File: config.mk
export PLATFORM = sky130hd
export DESIGN_NAME = lslf_front_flat
export DESIGN_NICKNAME = d
export VERILOG_FILES = /design/src/hdl/lslf_pkg.sv /design/src/hdl/lslf_in_if.sv /design/src/hdl/lslf_front.sv /design/src/flat_wrapper.sv
export SDC_FILE = /design/constraint.sdc
export NUM_CORES = 2
export LEC_CHECK = 0
export BUFFER_PORTS_ARGS = -buffer_cell sky130_fd_sc_hd__buf_2
export CORE_ASPECT_RATIO = 1.25
export CORE_MARGIN = 4
export CORE_UTILIZATION = 45
export DETAILED_ROUTE_END_ITERATION = 8
export GPL_TIMING_DRIVEN = 0
export PLACE_DENSITY = 0.62
export SLEW_MARGIN = 20
export SYNTH_ARGS = -nofsm -noshare
export SYNTH_HDL_FRONTEND = slang
export SYNTH_SLANG_ARGS = --single-unit
File: constraint.sdc
create_clock -name clk -period 7.8 [get_ports clk]
set_input_delay 0.39 -clock clk [delete_from_list [all_inputs] [get_ports clk]]
set_output_delay 0.39 -clock clk [all_outputs]
set_load 0.01 [all_outputs]
File: src/hdl/lslf_pkg.sv
`timescale 1ns / 1ps
package lslf_pkg;
  localparam int MaxPoints = 255;
  localparam int FracBits = 16;

  typedef enum logic [1:0] {
    ST_OK = 2'd0,
    ST_DEGEN = 2'd1,
    ST_OVER = 2'd2
  } fit_status_t;

  // One finished set handed from the accumulator to the solver.
  typedef struct packed {
    logic signed [39:0] sxy;
    logic signed [24:0] sx;
    logic signed [24:0] sy;
    logic signed [39:0] sxx;
    logic [7:0] cnt;
    logic ovf;
  } lslf_sums_t;
endpackage

File: src/hdl/lslf_in_if.sv
`timescale 1ns / 1ps
interface lslf_in_if;
  logic valid;
  logic ready;
  logic signed [15:0] x_coord;
  logic signed [15:0] y_coord;
  logic last_point;
  modport source(output valid, x_coord, y_coord, last_point, input ready);
  modport sink(input valid, x_coord, y_coord, last_point, output ready);
endinterface

File: src/hdl/lslf_front.sv
`timescale 1ns / 1ps
module lslf_front (
  input  logic clk,
  input  logic rst_n,
  lslf_in_if.sink in_ch,
  output logic push,
  output lslf_pkg::lslf_sums_t push_data,
  input  logic full
);
  import lslf_pkg::*;
  logic signed [39:0] sxy_r, sxx_r;
  logic signed [24:0] sx_r, sy_r;
  logic [7:0] cnt_r;
  logic ovf_r;
  logic signed [31:0] pxy_r, pxx_r;
  logic signed [15:0] x_r, y_r;
  logic v1_r, last1_r, acc1_r;
  logic take;
  logic signed [39:0] sxy_nxt, sxx_nxt;
  logic signed [24:0] sx_nxt, sy_nxt;
  logic [7:0] cnt_nxt;
  logic ovf_nxt;
  logic acc0;

  // A stage squares the point, the next adds it; a marked word waits for queue room.
  assign in_ch.ready = !(v1_r && last1_r && full);
  assign take = in_ch.valid && in_ch.ready;
  assign acc0 = (cnt_r < 8'(MaxPoints)) &&
                !(v1_r && !last1_r && acc1_r && (cnt_r + 8'd1 >= 8'(MaxPoints)));

  always_comb begin
    sxy_nxt = sxy_r; sxx_nxt = sxx_r; sx_nxt = sx_r; sy_nxt = sy_r;
    cnt_nxt = cnt_r; ovf_nxt = ovf_r;
    if (v1_r && in_ch.ready) begin
      if (acc1_r) begin
        sxy_nxt = sxy_r + 40'(pxy_r);
        sxx_nxt = sxx_r + 40'(pxx_r);
        sx_nxt = sx_r + 25'(x_r);
        sy_nxt = sy_r + 25'(y_r);
      end else begin
        ovf_nxt = 1'b1;
      end
      if (cnt_r != 8'd255) cnt_nxt = cnt_r + 8'd1;
    end
    push_data.sxy = sxy_nxt; push_data.sxx = sxx_nxt;
    push_data.sx = sx_nxt; push_data.sy = sy_nxt;
    push_data.cnt = cnt_nxt; push_data.ovf = ovf_nxt;
  end
  assign push = v1_r && last1_r && !full;

  always_ff @(posedge clk) begin
    if (!rst_n) begin
      v1_r <= 1'b0;
      sxy_r <= '0; sxx_r <= '0; sx_r <= '0; sy_r <= '0; cnt_r <= '0; ovf_r <= 1'b0;
    end else if (in_ch.ready) begin
      v1_r <= take;
      if (push) begin
        sxy_r <= '0; sxx_r <= '0; sx_r <= '0; sy_r <= '0; cnt_r <= '0; ovf_r <= 1'b0;
      end else begin
        sxy_r <= sxy_nxt; sxx_r <= sxx_nxt; sx_r <= sx_nxt; sy_r <= sy_nxt;
        cnt_r <= cnt_nxt; ovf_r <= ovf_nxt;
      end
    end
    if (in_ch.ready) begin
      x_r <= in_ch.x_coord;
      y_r <= in_ch.y_coord;
      pxy_r <= in_ch.x_coord * in_ch.y_coord;
      pxx_r <= in_ch.x_coord * in_ch.x_coord;
      last1_r <= in_ch.last_point;
      acc1_r <= (v1_r && last1_r) ? 1'b1 : acc0;
    end
  end
endmodule

File: src/flat_wrapper.sv
// flat-port wrapper written by rule: the top's interface ports become plain ports
module lslf_front_flat import lslf_pkg::*;
  (clk, rst_n, push, push_data, full, in_ch_valid, in_ch_x_coord, in_ch_y_coord, in_ch_last_point, in_ch_ready);
  lslf_in_if in_ch_i ();
  input  logic clk;
  input  logic rst_n;
  output logic push;
  output lslf_pkg::lslf_sums_t push_data;
  input  logic full;
  input wire logic [$bits(in_ch_i.valid)-1:0] in_ch_valid;
  input wire logic [$bits(in_ch_i.x_coord)-1:0] in_ch_x_coord;
  input wire logic [$bits(in_ch_i.y_coord)-1:0] in_ch_y_coord;
  input wire logic [$bits(in_ch_i.last_point)-1:0] in_ch_last_point;
  output wire logic [$bits(in_ch_i.ready)-1:0] in_ch_ready;
  assign in_ch_i.valid = in_ch_valid;
  assign in_ch_i.x_coord = in_ch_x_coord;
  assign in_ch_i.y_coord = in_ch_y_coord;
  assign in_ch_i.last_point = in_ch_last_point;
  assign in_ch_ready = in_ch_i.ready;
  lslf_front u_core (.clk(clk), .rst_n(rst_n), .in_ch(in_ch_i), .push(push), .push_data(push_data), .full(full));
endmodule
==> impl_metrics.tcl <==
set metrics [dict create \
    clock_latency_ns 0.55 \
    syn-num-nets 4667 \
    drc 0 \
    worstSetupStartpoint "in_ch_x_coord[8]" \
    hold_buffers 0 \
    grt_use_total_pct 25.8 \
    numCtsBuffers 26 \
    core-area_um2 74800 \
    synth_top_area_share_pct 29.2 \
    max_slew_margin_pct 22.0 \
    syn_to_final_growth_pct 8.85 \
    cts-resized-gates 0 \
    worst_slew_pin_slew_ns 1.17 \
    die_h_um 316 \
    ys_types 79 \
    seqCellArea_um2 5690 \
    cts_tree "done" \
    ys_warn_count 0 \
    synthTopCellsByArea "fa_1, ha_1, edfxtp_1" \
    antenna_found_initial 7 \
    gp_congestion 0.949 \
    setup_tns_ns 0 \
    drv_slew 0 \
    globalRouteOverflowTotal 0 \
    reg2reg_slack_ns 3.33 \
    placedCellCount 4975 \
    yosys.area.top_type "fa_1" \
    vias 27500 \
    endpoint "u_core.pxy_r[31]" \
    clkTransAtPathRegs_ns 0.06 \
    syn_area_per_cell_um2 8.91 \
    rows 112 \
    worst_r2r_path_depth 12 \
    drt_first_pass_iters 6 \
    regToRegEndpoint "u_core.sy_r[7]" \
    multiInputGateArea_um2 25400 \
    synth_top_flop_cell "dfxtp_1" \
    start_util_pct 45.6 \
    final.setup_skew_ns 0.0132 \
    cts.sinks 236 \
    syn_inst 3829 \
    hpwl_mm 85.2 \
    async_reset_ff_share_pct 0 \
    ant_nets 0 \
    clk_path_buf_depth 3 \
    start_kind "primary input" \
    synth_seq_cells 236 \
    required_ns 8.04 \
    final.period_utilization_pct 95.4 \
    drt_iter0_drc 1757 \
    htree_levels 1 \
    instances_no_fill 5022 \
    grt_max_degree 60 \
    fmax_mhz 134 \
    grt_first_pass_wirelength_mm 160 \
    fillCellCount 7269 \
    hold_ws_ns 0.0547 \
    totalWireLength_mm 103 \
    clockRootBuffer "clkbuf_16" \
    maxCapViolCount 0 \
    status "finished clean" \
    r2r-start "u_core.v1_r" \
    port_buffers 176 \
    die_area_um2 80300 \
    cp-end-kind "register" \
    crit_type "in -> reg" \
    seq_area_frac_synth_pct 16.7 \
    hold_path_class "in -> reg" \
    num_io_pins 178 \
    routedWlPerCell_um 20.6 \
    finalSetupViolCount 0 \
    rsz0062_at_grt "true" \
    netlist_area_um2 34100 \
    synth-edff-count 96 \
    first_global_vias 28300 \
    layout.nets 4867 \
    drive_gt1_share_pct 6.84 \
    routed_via_density 5.48 \
    worstPathArrival_ns 7.68 \
    cts_setup_buffers 0 \
    min_period_ns 7.44 \
    crit_fanout 10 \
    dieWidth_um 254 \
    finalHoldViolCount 0 \
]
==> Yosys cell counts (21+ instances only) <==
library cell  number
xnor2_1          139
fa_1             498
edfxtp_1          96
and2_1           160
dfxtp_1          140
xor2_1            53
a22o_1            51
nand2_1          529
a31oi_1           28
nand2b_1          27
inv_1            633
a22oi_1           25
nor2b_1           46
ha_1             303
o21a_1            24
clkbuf_1         141
nor2_1           148
a21boi_0          51
mux2_2            21
nand3_1           83
nor3_1            40
o21ai_0          126
a21o_1            91
a21oi_1          139
==> logic make-up after synthesis <==
kind of cell	count (synthesis)	synth area share, %
AND/OR/NAND/NOR	1102	14.9
flip-flops	236	16.7
AO/OA/AOI/OAI	677	13.4
buffers and inverters	791	8.73
multiplexers	30	0.972
adder cells (fa/ha/maj)	801	40.4
XOR/XNOR	192	4.93
==> critical path, cell delays in order <==
cell and delay, ns:
buf_2 0.18, clkbuf_1 0.54, clkbuf_1 0.59, nand2_1 0.16
fa_1 0.53, inv_1 0.05, fa_1 0.47, fa_1 0.60
fa_1 0.45, fa_1 0.49, inv_1 0.05, fa_1 0.48
inv_1 0.04, ha_1 0.26, clkbuf_1 0.21, a21oi_1 0.17
o31ai_1 0.08, nand2_1 0.13, o211ai_1 0.17, a31oi_1 0.40
nand2_1 0.15, and3_1 0.21, o41ai_1 0.41, xnor2_1 0.43
==> routing by layer <==
metal	vias up	wire, um	GRT usage (%)
met5	-	33	0
met4	4	4350	9.38
met3	196	6050	3.31
met2	782	51300	45.7
met1	13700	41500	32.3
li1	12800	-	-
==> placed cells by master, fill, tap and decap left out, types with 12 or more instances in the layout <==
cell type and n:
a21o_1 91, a211oi_1 15, nand3_1 83, o21ai_1 13
xor2_1 53, buf_1 12, clkbuf_16 27, a22o_1 51
nor3_1 40, and2_1 160, xnor2_1 138, a22oi_1 25
o21ai_0 126, o21a_1 24, clkbuf_1 133, dfxtp_1 140
buf_2 178, and3_1 16, mux2_2 21, inv_1 632
nor2_1 148, nor2b_1 46, edfxtp_1 96, nand4_1 19
fa_1 498, a21boi_0 51, nand2b_1 27, o31ai_1 13
a21oi_1 139, ha_1 303, a31oi_1 28, nand2_1 529
o21bai_1 19
==> sequential cells by signal, indices dropped and copies added, names as in the netlist <==
signal / flops
u_core.sxx_r: 40
u_core.sxy_r: 40
u_core.pxy_r: 32
u_core.pxx_r: 30
u_core.sx_r: 25
u_core.sy_r: 25
u_core.x_r: 16
u_core.y_r: 16
u_core.cnt_r: 8
u_core.acc1_r: 1
u_core.last1_r: 1
u_core.ovf_r: 1
u_core.v1_r: 1
==> final cells by class <==
cell class | instances | area share, %
multi-input cells | 2802 | 68.6
flip-flops and latches | 236 | 15.3
inverters | 634 | 6.44
well taps | 969 | 3.27
repair buffers | 177 | 2.45
clock buffers | 31 | 1.86
plain buffers | 152 | 1.58
clock inverters | 17 | 0.512
diodes | 4 | 0.0270
==> worst min path at each step <==
stage                             to  slack (ns)  depth (start not counted)        startpoint
global route          u_core.last1_r        0.04                          1  in_ch_last_point
detailed placement   u_core.sx_r[19]        0.47                          2   u_core.sx_r[19]
global placement    u_core.sxx_r[39]        0.46                          1  u_core.sxx_r[39]
CTS                   u_core.last1_r        0.03                          1  in_ch_last_point
finish                u_core.last1_r        0.05                          1  in_ch_last_point
floorplan            u_core.sx_r[19]        0.45                          2   u_core.sx_r[19]
==> through the flow <==
stage,util (%),setup WS (ns),cell area (um^2)
5_1_grt,49.6,-0.0471,37100
3_5_place_dp,48.4,-0.498,36200
4_1_cts,49.6,0.0649,37100
2_1_floorplan,-,1.13,34100
3_3_place_gp,48.4,-0.449,36200
6_report,49.6,0.362,37100
Power is left out: the tool's default activity adds up to more than one toggle a clock period on the data nets, which glitch-free logic cannot reach.
