## src/hdl/lslf_pkg.sv

```systemverilog
`timescale 1ns / 1ps
package lslf_pkg;
  localparam int MaxPoints = 255;
  localparam int FracBits = 16;

  typedef enum logic [1:0] {
    ST_OK = 2'd0,
    ST_DEGEN = 2'd1,
    ST_OVER = 2'd2
  } fit_status_t;

  // One finished set handed from the accumulator to the solver.
  typedef struct packed {
    logic signed [39:0] sxy;
    logic signed [24:0] sx;
    logic signed [24:0] sy;
    logic signed [39:0] sxx;
    logic [7:0] cnt;
    logic ovf;
  } lslf_sums_t;
endpackage

```

## src/hdl/lslf_queue.sv

```systemverilog
`timescale 1ns / 1ps
module lslf_queue (
  input  logic clk,
  input  logic rst_n,
  input  logic push,
  input  lslf_pkg::lslf_sums_t push_data,
  output logic full,
  input  logic pop,
  output logic not_empty,
  output lslf_pkg::lslf_sums_t pop_data
);
  import lslf_pkg::*;
  lslf_sums_t mem_r [2];
  logic wp_r, rp_r;
  logic [1:0] cnt_r;

  assign full = (cnt_r == 2'd2);
  assign not_empty = (cnt_r != 2'd0);
  assign pop_data = mem_r[rp_r];

  always_ff @(posedge clk) begin
    if (!rst_n) begin
      wp_r <= 1'b0; rp_r <= 1'b0; cnt_r <= '0;
    end else begin
      if (push) wp_r <= ~wp_r;
      if (pop) rp_r <= ~rp_r;
      cnt_r <= cnt_r + 2'(push) - 2'(pop);
    end
    if (push) mem_r[wp_r] <= push_data;
  end
endmodule

```

## config.mk

```make
export PLATFORM = sky130hd
export DESIGN_NAME = lslf_queue
export DESIGN_NICKNAME = d
export VERILOG_FILES = /design/src/hdl/lslf_pkg.sv /design/src/hdl/lslf_queue.sv
export SDC_FILE = /design/constraint.sdc
export NUM_CORES = 1
export LEC_CHECK = 0
export BUFFER_PORTS_ARGS = -buffer_cell sky130_fd_sc_hd__buf_2
export CELL_PAD_IN_SITES_DETAIL_PLACEMENT = 1
export CELL_PAD_IN_SITES_GLOBAL_PLACEMENT = 1
export CORE_MARGIN = 2
export CORE_UTILIZATION = 47
export CTS_CLUSTER_DIAMETER = 200
export DETAILED_ROUTE_END_ITERATION = 8
export PLACE_DENSITY = 0.82
export SYNTH_ARGS = -nofsm -noshare
export SYNTH_HDL_FRONTEND = slang
export SYNTH_SLANG_ARGS = --single-unit
export TNS_END_PERCENT = 10
```

## constraint.sdc

```tcl
create_clock -name clk -period 15.08 [get_ports clk]
set_clock_uncertainty 0.05 [all_clocks]
set_input_delay 1.508 -clock clk [delete_from_list [all_inputs] [get_ports clk]]
set_output_delay 1.508 -clock clk [all_outputs]
set_load 0.02 [all_outputs]
```

==> flow_summary.ini, run 1 <==
[synthesis]
yosysWarnings = 0
synth_top_cell_by_area = edfxtp_1
yosysUniqueCellTypes = 14
netlist_instances = 453
avgSynthCellArea_um2 = 22.71
seq_area_frac_synth = 0.8210
synth_nets = 598
synth_top_cell_area_share = 0.8113
ys_top_cells_by_area = edfxtp_1, mux2_2, buf_6, dfxtp_1, and2_1
ys_ff_latch = 283
syn-cell-area_mm2 = 0.01029

[sta]
totalNegativeSetupSlack_ps = 0
rsz0062_at_grt = no
max_freq_mhz = 216.4
fin_crit_ps = 4621
setup_viol = 0
setup_slack_ps = 10460
maxSlewHeadroom = 0.2943
hold_violations = 0
fin_crit_sh = 0.3064
worst_slew_pin_slew_ps = 1059
slew_viol_final = 0

[drt]
drtPass1Iterations = 4
wl_per_cell_um = 21.25
first_iter_violations = 250
drc = 0
ant_nets = 0
vias = 5338
vias_per_cell = 5.045
routed_wl_um = 22480

[floorplanning]
boundaryPins = 284
dieArea_mm2 = 0.02309
fp.dieW_um = 152.0
coreArea_mm2 = 0.02169
row_count = 54
start_util = 0.4744
die_h_um = 152.0

[critical_path]
endpoint_kind = output port
required_ps = 13520
arrival_ps = 3060
cp_max_fo = 77
worst_setup_path_start_kind = flip-flop
path_class = flip-flop to output port

[power_and_ir_drop]
leakagePower_nw = 4.784
peakVddDrop_uv = 105.9
power_density_mw_per_mm2 = 138.7

[clock_network]
cts-resized-gates = 0
cts.sinks = 283
postCtsHoldBufs = 0
h-tree-depth = 1
cts_buffer_depth = 3
cts_tree = done
path_clk_slew_ps = 60
post-cts-setup-buffers = 0
clock_latency_ps = 540
cts-root-buf = clkbuf_16
cts_buffers = 29

[place]
portBuffers = 283
placed_cell_area_mm2 = 0.01195
dp_hpwl_um = 15150
dp.cells = 1005
dp_slack_ps = 11000
place_congestion = 0.7304

[final_layout]
final_layout_size_suffix_gt1_frac = 0.5966
fin_nets = 901
final_cell_mix = buf_2, edfxtp_1, mux2_2, clkbuf_16
design_area_mm2 = 0.01280
syn_to_final_growth_pct = 24.37
final_cells = 1058
fin_util = 0.5901
final_common_cell = buf_2

[grt]
track_usage = 0.1918
grt_start_max_net_pins = 78
grt_pass1_wl_um = 34440
overflow = 0
grt_antenna_before_repair = 4
grt_pass1_vias = 6018

[worst_hold_path]
hp-class = flip-flop to flip-flop

[run_status]
status = complete, no violations

[run]
maxCapViolCount = 0
Yosys cell counts:
| master | instances |
|---|---|
| edfxtp_1 | 278 |
| mux2_2 | 139 |
| buf_6 | 11 |
| dfxtp_1 | 5 |
| and2_1 | 4 |
| nor2b_1 | 4 |
| buf_2 | 2 |
| buf_4 | 2 |
| ha_1 | 2 |
| inv_1 | 2 |
| o21a_1 | 1 |
| or2_2 | 1 |
| xnor3_1 | 1 |
| xor2_1 | 1 |
worst max-delay path, stage by stage, from the launching register on:
cell and delay (ps):
dfxtp_4 880, buf_4 880, mux2_2 450, buf_2 170
per-layer routing:
metal	wire length, um	part of all wire	global-route usage
met1	8249	0.37	0.2178
met3	1658	0.074	0.05590
met5	27	0.0012	0
met2	11910	0.53	0.3479
met4	635	0.028	0.06275
per-stage QoR:
step	hold WS (ps)	total power [mW]
after CTS	545.6	1.796
final	542.4	1.774
after global placement	521.9	1.139
after detailed placement	536.9	1.151
after floorplan	504.6	1.077
after global routing	562.0	1.837
report_power, final:
part	switching, mW	internal [mW]
logic	0.120	0.0836
registers	0.0170	0.911
clock network	0.276	0.367
total	0.413	1.36
sequential cells by signal, summed over array words and instances (netlist names), named ones only:
register / flops
mem_r: 278
cnt_r: 2
rp_r: 1
wp_r: 1
kinds of logic (layout without fill, tap and decap cells):
| group | Yosys count | count (layout) | synth area share |
|---|---|---|---|
| AOI/OAI and AO/OA | 1 | 1 | 0.0007298 |
| xor gates and xnor gates | 2 | 2 | 0.003040 |
| adders and majority gates | 2 | 2 | 0.002432 |
| buffers and inverters | 17 | 340 | 0.01520 |
| DFF | 283 | 283 | 0.8210 |
| muxes | 139 | 139 | 0.1521 |
| other | 0 | 2 | 0 |
| and+or+nand+nor | 9 | 9 | 0.005471 |
path summary, 6_finish.rpt:
kind	start	endpoint	slack [ps]	cells past startpoint
hold reg to reg	rp_r	rp_r	540	2
hold / removal	rp_r	rp_r	540	2
setup reg to reg	wp_r	mem_r[1][130]	12440	2
setup / recovery	flip-flop	pop_data[20]	10460	3
final cells by class:
cell class | count | area (um^2)
sequential | 283 | 8452
clock inverter | 13 | 81.33
clock buffer | 38 | 759.5
tap | 280 | 350.3
multi-input combinational | 153 | 1695
timing repair buffer | 287 | 1446
inverter | 2 | 7.507
antenna | 2 | 5.005
fill | 2020 | 8891
(Power assumes the default switching activity.)
==> run 2, diff against run 1 <==
--- a/config.mk
+++ b/config.mk
@@ -9,10 +9,10 @@
 export CELL_PAD_IN_SITES_DETAIL_PLACEMENT = 1
 export CELL_PAD_IN_SITES_GLOBAL_PLACEMENT = 1
 export CORE_MARGIN = 2
-export CORE_UTILIZATION = 47
+export CORE_UTILIZATION = 44
 export CTS_CLUSTER_DIAMETER = 200
 export DETAILED_ROUTE_END_ITERATION = 8
-export PLACE_DENSITY = 0.82
+export PLACE_DENSITY = 0.77
 export SYNTH_ARGS = -nofsm -noshare
 export SYNTH_HDL_FRONTEND = slang
 export SYNTH_SLANG_ARGS = --single-unit
==> constraint.sdc (replaced) <==
create_clock -name clk -period 4.4 [get_ports clk]
set_clock_uncertainty 0.05 [all_clocks]
set_input_delay 0.44 -clock clk [delete_from_list [all_inputs] [get_ports clk]]
set_output_delay 0.44 -clock clk [all_outputs]
set_load 0.02 [all_outputs]
==> run 2 against run 1 <==
Routed wire length shrank 1.1%. Global-route usage decreased by 1.6 points. Worst setup slack lost 9100 ps.
==> flow_summary.ini, run 2 (synthesis results as in run 1) <==
[sta]
hold_violations = 0
timing.hold.ws_ps = 48.05
fin_crit_ps = 3063
setup_viol = 0
rsz0062_at_grt = no
maxSlewHeadroom = 0.4126
max_freq_mhz = 326.4
totalNegativeSetupSlack_ps = 0
worst_slew_pin_slew_ps = 881.0
slew_viol_final = 0
fin_crit_sh = 0.6962

[grt]
track_usage = 0.1762
grt_antenna_before_repair = 3
grt_pass1_vias = 5880
grt_start_max_net_pins = 119
grt_pass1_wl_um = 32920
overflow = 0

[critical_path]
cp_max_fo = 77
reg2reg_depth = 2
path_class = flip-flop to output port
arrival_ps = 2570
worst_setup_path_start_kind = flip-flop
required_ps = 3910
endpoint_kind = output port

[drt]
routed_wl_um = 22240
vias_per_cell = 4.937
vias = 5391
ant_nets = 0
drtPass1Iterations = 4
drc = 0
first_iter_violations = 236
wl_per_cell_um = 20.37

[run]
maxCapViolCount = 0

[power_and_ir_drop]
finalPower_mw = 6.264
power_density_mw_per_mm2 = 483.5
p_sw_frac = 0.2269
p_int_mw = 4.843
clkPwrFrac = 0.380
peakVddDrop_uv = 356.7
seqPwrFrac = 0.507
p_switching_mw = 1.421
combinationalPowerShare = 0.112
leakagePower_nw = 4.835

[final_layout]
largest_reg_flops = 278
final_common_cell = buf_2
multi_input_area_mm2 = 0.001695
final_cells = 1092
fillers = 2105
reg_top3 = mem_r: 278 flops, cnt_r: 2 flops
final_cell_mix = buf_2, edfxtp_1, mux2_2, clkbuf_16, clkinv_1
syn_to_final_growth_pct = 25.91
final_layout_size_suffix_gt1_frac = 0.6018
fin_nets = 900
regMostFlops = mem_r
seq_area_mm2 = 0.008452
fin_util = 0.5688

[place]
place_congestion = 0.7878
dp_hpwl_um = 14780
portBuffers = 283
dp.cells = 1037

[floorplanning]
start_util = 0.4517
boundaryPins = 284
dieArea_mm2 = 0.02463
fp.dieW_um = 156.9
row_count = 55
coreArea_mm2 = 0.02278
die_h_um = 156.9

[clock_network]
path_clk_slew_ps = 60
cts-root-buf = clkbuf_16
cts_tree = done
post-cts-setup-buffers = 0
h-tree-depth = 1
postCtsHoldBufs = 0
cts-resized-gates = 0
clock_latency_ps = 530
cts_buffer_depth = 3
cts.sinks = 283
cts_buffers = 29

[run_status]
status = complete, no violations

[worst_hold_path]
whs_path_depth = 1
hp-class = input pin to flip-flop
==> run 2: cell count changes in the layout (fill, tap and decap cells not counted) <==
| cell | delta |
|---|---|
| diode_2 | +1 |
| buf_12 | +3 |
| clkbuf_1 | -3 |
| bufinv_16 | +3 |
| clkinv_1 | -1 |
| buf_4 | -4 |
| clkinv_2 | +2 |
==> run 2: cell type report <==
cell class / count / share of cell area
Sequential cell: 283 / 0.6523
Multi-Input combinational cell: 153 / 0.1309
Timing Repair Buffer: 286 / 0.1140
Clock buffer: 35 / 0.05775
Tap cell: 313 / 0.03023
Clock inverter: 17 / 0.01371
Inverter: 2 / 0.0005794
Antenna cell: 3 / 0.0005794
==> run 2: per-layer routing <==
layer / GRT usage / up-vias / routed length [um]
li1: - / 2410 / -
met4: 0.05941 / 0 / 620
met2: 0.3208 / 217 / 11750
met1: 0.2003 / 2712 / 8159
met3: 0.04736 / 52 / 1712
met5: 0 / - / 0
==> run 2: power by group through the flow <==
stage | sequential, mW | combinational (mW) | clock, mW
after floorplan | 3.21 | 0.470 | 0
after detailed placement | 3.24 | 0.712 | 0
after global placement | 3.23 | 0.689 | 0
after global routing | 3.19 | 0.750 | 2.54
after CTS | 3.18 | 0.715 | 2.44
final | 3.18 | 0.703 | 2.38
==> run 2: final timing paths <==
kind / startpoint / endpoint / slack [ps]
setup / recovery: flip-flop / pop_data[14] / 1340
hold / removal: push_data[12] / mem_r[0][12] / 50
setup reg to reg: wp_r / mem_r[0][38] / 2310
hold reg to reg: rp_r / flip-flop / 550
==> run 2: metrics by stage <==
stage          instance area (um^2)  setup slack [ps]
2_1_floorplan                 10300             234.2
3_3_place_gp                  12020              1926
3_5_place_dp                  12020              1874
4_1_cts                       12950              1301
5_1_grt                       12950              1181
6_report                      12960              1337
==> run 2: worst max-delay path, cell delays in order (launching register included) <==
cell and delay (ps):
dfxtp_4 900, buf_12 440, mux2_2 410, buf_2 170
==> run 3, diff against run 2 <==
--- a/config.mk
+++ b/config.mk
@@ -9,10 +9,10 @@
 export CELL_PAD_IN_SITES_DETAIL_PLACEMENT = 1
 export CELL_PAD_IN_SITES_GLOBAL_PLACEMENT = 1
 export CORE_MARGIN = 2
-export CORE_UTILIZATION = 44
+export CORE_UTILIZATION = 40
 export CTS_CLUSTER_DIAMETER = 200
 export DETAILED_ROUTE_END_ITERATION = 8
-export PLACE_DENSITY = 0.77
+export PLACE_DENSITY = 0.74
 export SYNTH_ARGS = -nofsm -noshare
 export SYNTH_HDL_FRONTEND = slang
 export SYNTH_SLANG_ARGS = --single-unit
==> constraint.sdc (replaced) <==
create_clock -name clk -period 2.5 [get_ports clk]
set_clock_uncertainty 0.05 [all_clocks]
set_input_delay 0.25 -clock clk [delete_from_list [all_inputs] [get_ports clk]]
set_output_delay 0.25 -clock clk [all_outputs]
set_load 0.02 [all_outputs]
==> run 3 against run 2 <==
Routed wire length is 14% higher. Clock-buffer cell count grew 1. Die area increased by 9.7%. Non-clock buffer count increased by 146. Sequential share of layout area down 6.6 points. Via count up 9.4%. Flip-flop and latch count stayed put. Worst setup slack got worse by 1000 ps. Critical endpoint is now pop_data[107]. Largest power group unchanged.
==> flow_summary.ini, run 3 (synthesis results as in run 1) <==
[grt]
grt_use_met1 = 0.2028
grt_antenna_before_repair = 0
grtUsageMet3 = 0.04294
overflow = 0
track_usage = 0.1828
grt_pass1_wl_um = 37730
grt_util_met2 = 0.3444
grt_start_max_net_pins = 79
gr-max-usage-layer = met2
grt_pass1_vias = 6648

[clock_network]
cts_tree = done
post-cts-setup-buffers = 0
path_clk_slew_ps = 60
cts_buffer_depth = 3
cts-root-buf = clkbuf_16
cts-resized-gates = 0
cts.sinks = 283
h-tree-depth = 1
clock_latency_ps = 540
cts_buffers = 29

[final_layout]
fillers = 2342
final_layout_size_suffix_gt1_frac = 0.5125
regMostFlops = mem_r
antennaDiodeCount = 0
final_cell_mix = buf_2, edfxtp_1, dlygate4sd3_1, mux2_2, clkbuf_16
largest_reg_flops = 278
final_common_cell = buf_2
reg_top3 = mem_r: 278 flops, cnt_r: 2 flops
fin_nets = 1046
syn_to_final_growth_pct = 40.19

[run]
maxCapViolCount = 0

[floorplanning]
dieArea_mm2 = 0.02702
start_util = 0.4075
fp.dieW_um = 164.4
die_h_um = 164.4
boundaryPins = 284
row_count = 58
coreArea_mm2 = 0.02525

[sta]
fin_crit_ps = 2191
maxSlewHeadroom = 0.6821
timing.hold.ws_ps = 390.5
worst_slew_pin_slew_ps = 476.9
slew_viol_final = 0
rsz0062_at_grt = no
max_freq_mhz = 456.5
setup_viol = 0
hold_violations = 0
fin_crit_sh = 0.8763

[power_and_ir_drop]
p_sw_frac = 0.2358
combinationalPowerShare = 0.134
peakVddDrop_uv = 652.1
seqPwrFrac = 0.500
finalPower_mw = 11.11
power_density_mw_per_mm2 = 770.4
p_switching_mw = 2.620
clkPwrFrac = 0.366
p_int_mw = 8.493
leakagePower_nw = 5.442

[worst_hold_path]
whs_path_depth = 2
hp-class = input pin to flip-flop

[critical_path]
cp_max_fo = 74
regToRegSetupSlack_ps = 810
path_class = flip-flop to output port
reg2reg_depth = 2
required_ps = 2200
arrival_ps = 1890
endpoint_kind = output port
worst_setup_path_start_kind = flip-flop

[drt]
vias = 5898
first_iter_violations = 270
vias_per_cell = 4.707
routed_wl_um = 25250
wl_per_cell_um = 20.15
drc = 0
drtPass1Iterations = 4
ant_nets = 0

[place]
place_congestion = 0.7207
portBuffers = 283
dp_hpwl_um = 14730

[run_status]
status = complete, no violations
-- run 3: cell types whose count changed in the layout (fill, tap and decap cells not counted), sizes merged --
| cell | delta |
|---|---|
| bufinv | -2 |
| buf | +3 |
| clkinvlp | +1 |
| clkbuf | +1 |
| inv | +1 |
| dlygate4sd3 | +143 |
| diode | -3 |
-- run 3: routing by layer --
| metal | wire (um) | vias to the layer above |
|---|---|---|
| li1 | - | 2699 |
| met1 | 9258 | 2940 |
| met2 | 13630 | 205 |
| met3 | 1544 | 54 |
| met4 | 819 | 0 |
| met5 | 0 | - |
-- run 3: worst max-delay path, stage by stage (launching register included) --
cell and delay [ps]:
dfxtp_4 370, buf_12 320, mux2_2 410, buf_2 160
-- run 3: power by group through the flow --
stage	combinational [mW]	sequential [mW]	clock, mW
after floorplan	0.827	5.64	0
after global placement	1.26	5.63	0
after detailed placement	1.30	5.65	0
after CTS	1.49	5.56	4.15
after global routing	1.59	5.58	4.36
final	1.49	5.56	4.06
-- run 3: metrics by stage --
step	cell area [um^2]	instances	util	TNS [ps]	setup slack, ps
finish	14430	1253	0.5712	0	309.3
global route	14430	1253	0.5712	0	232.9
CTS	14430	1253	0.5712	0	289.9
detailed placement	12110	1057	0.4793	0	819.6
global placement	12110	1057	0.4793	0	878.7
floorplan	10300	453	-	-58170	-359.0
-- run 3: cell type report --
type / count / area (um^2) / share of cell area
inverters: 2 / 7.507 / 0.0005204
repair buffers: 432 / 2968 / 0.2057
clock inverters: 17 / 136.4 / 0.009454
multi-input cells: 153 / 1695 / 0.1175
well taps: 330 / 412.9 / 0.02862
flip-flops and latches: 283 / 8453 / 0.5860
clock buffers: 36 / 752.0 / 0.05213
-- run 3: timing repair --
action | CTS | global route
hold buffers | 143 | 0
endpoints found under the hold margin | 283 | 0
endpoints found under the setup margin | 0 | 0
-- run 3: path summary, 6_finish.rpt --
path                  from            end
min reg2reg           rp_r           rp_r
max reg2reg           wp_r  mem_r[1][138]
min          push_data[66]   mem_r[0][66]
max              flip-flop  pop_data[107]
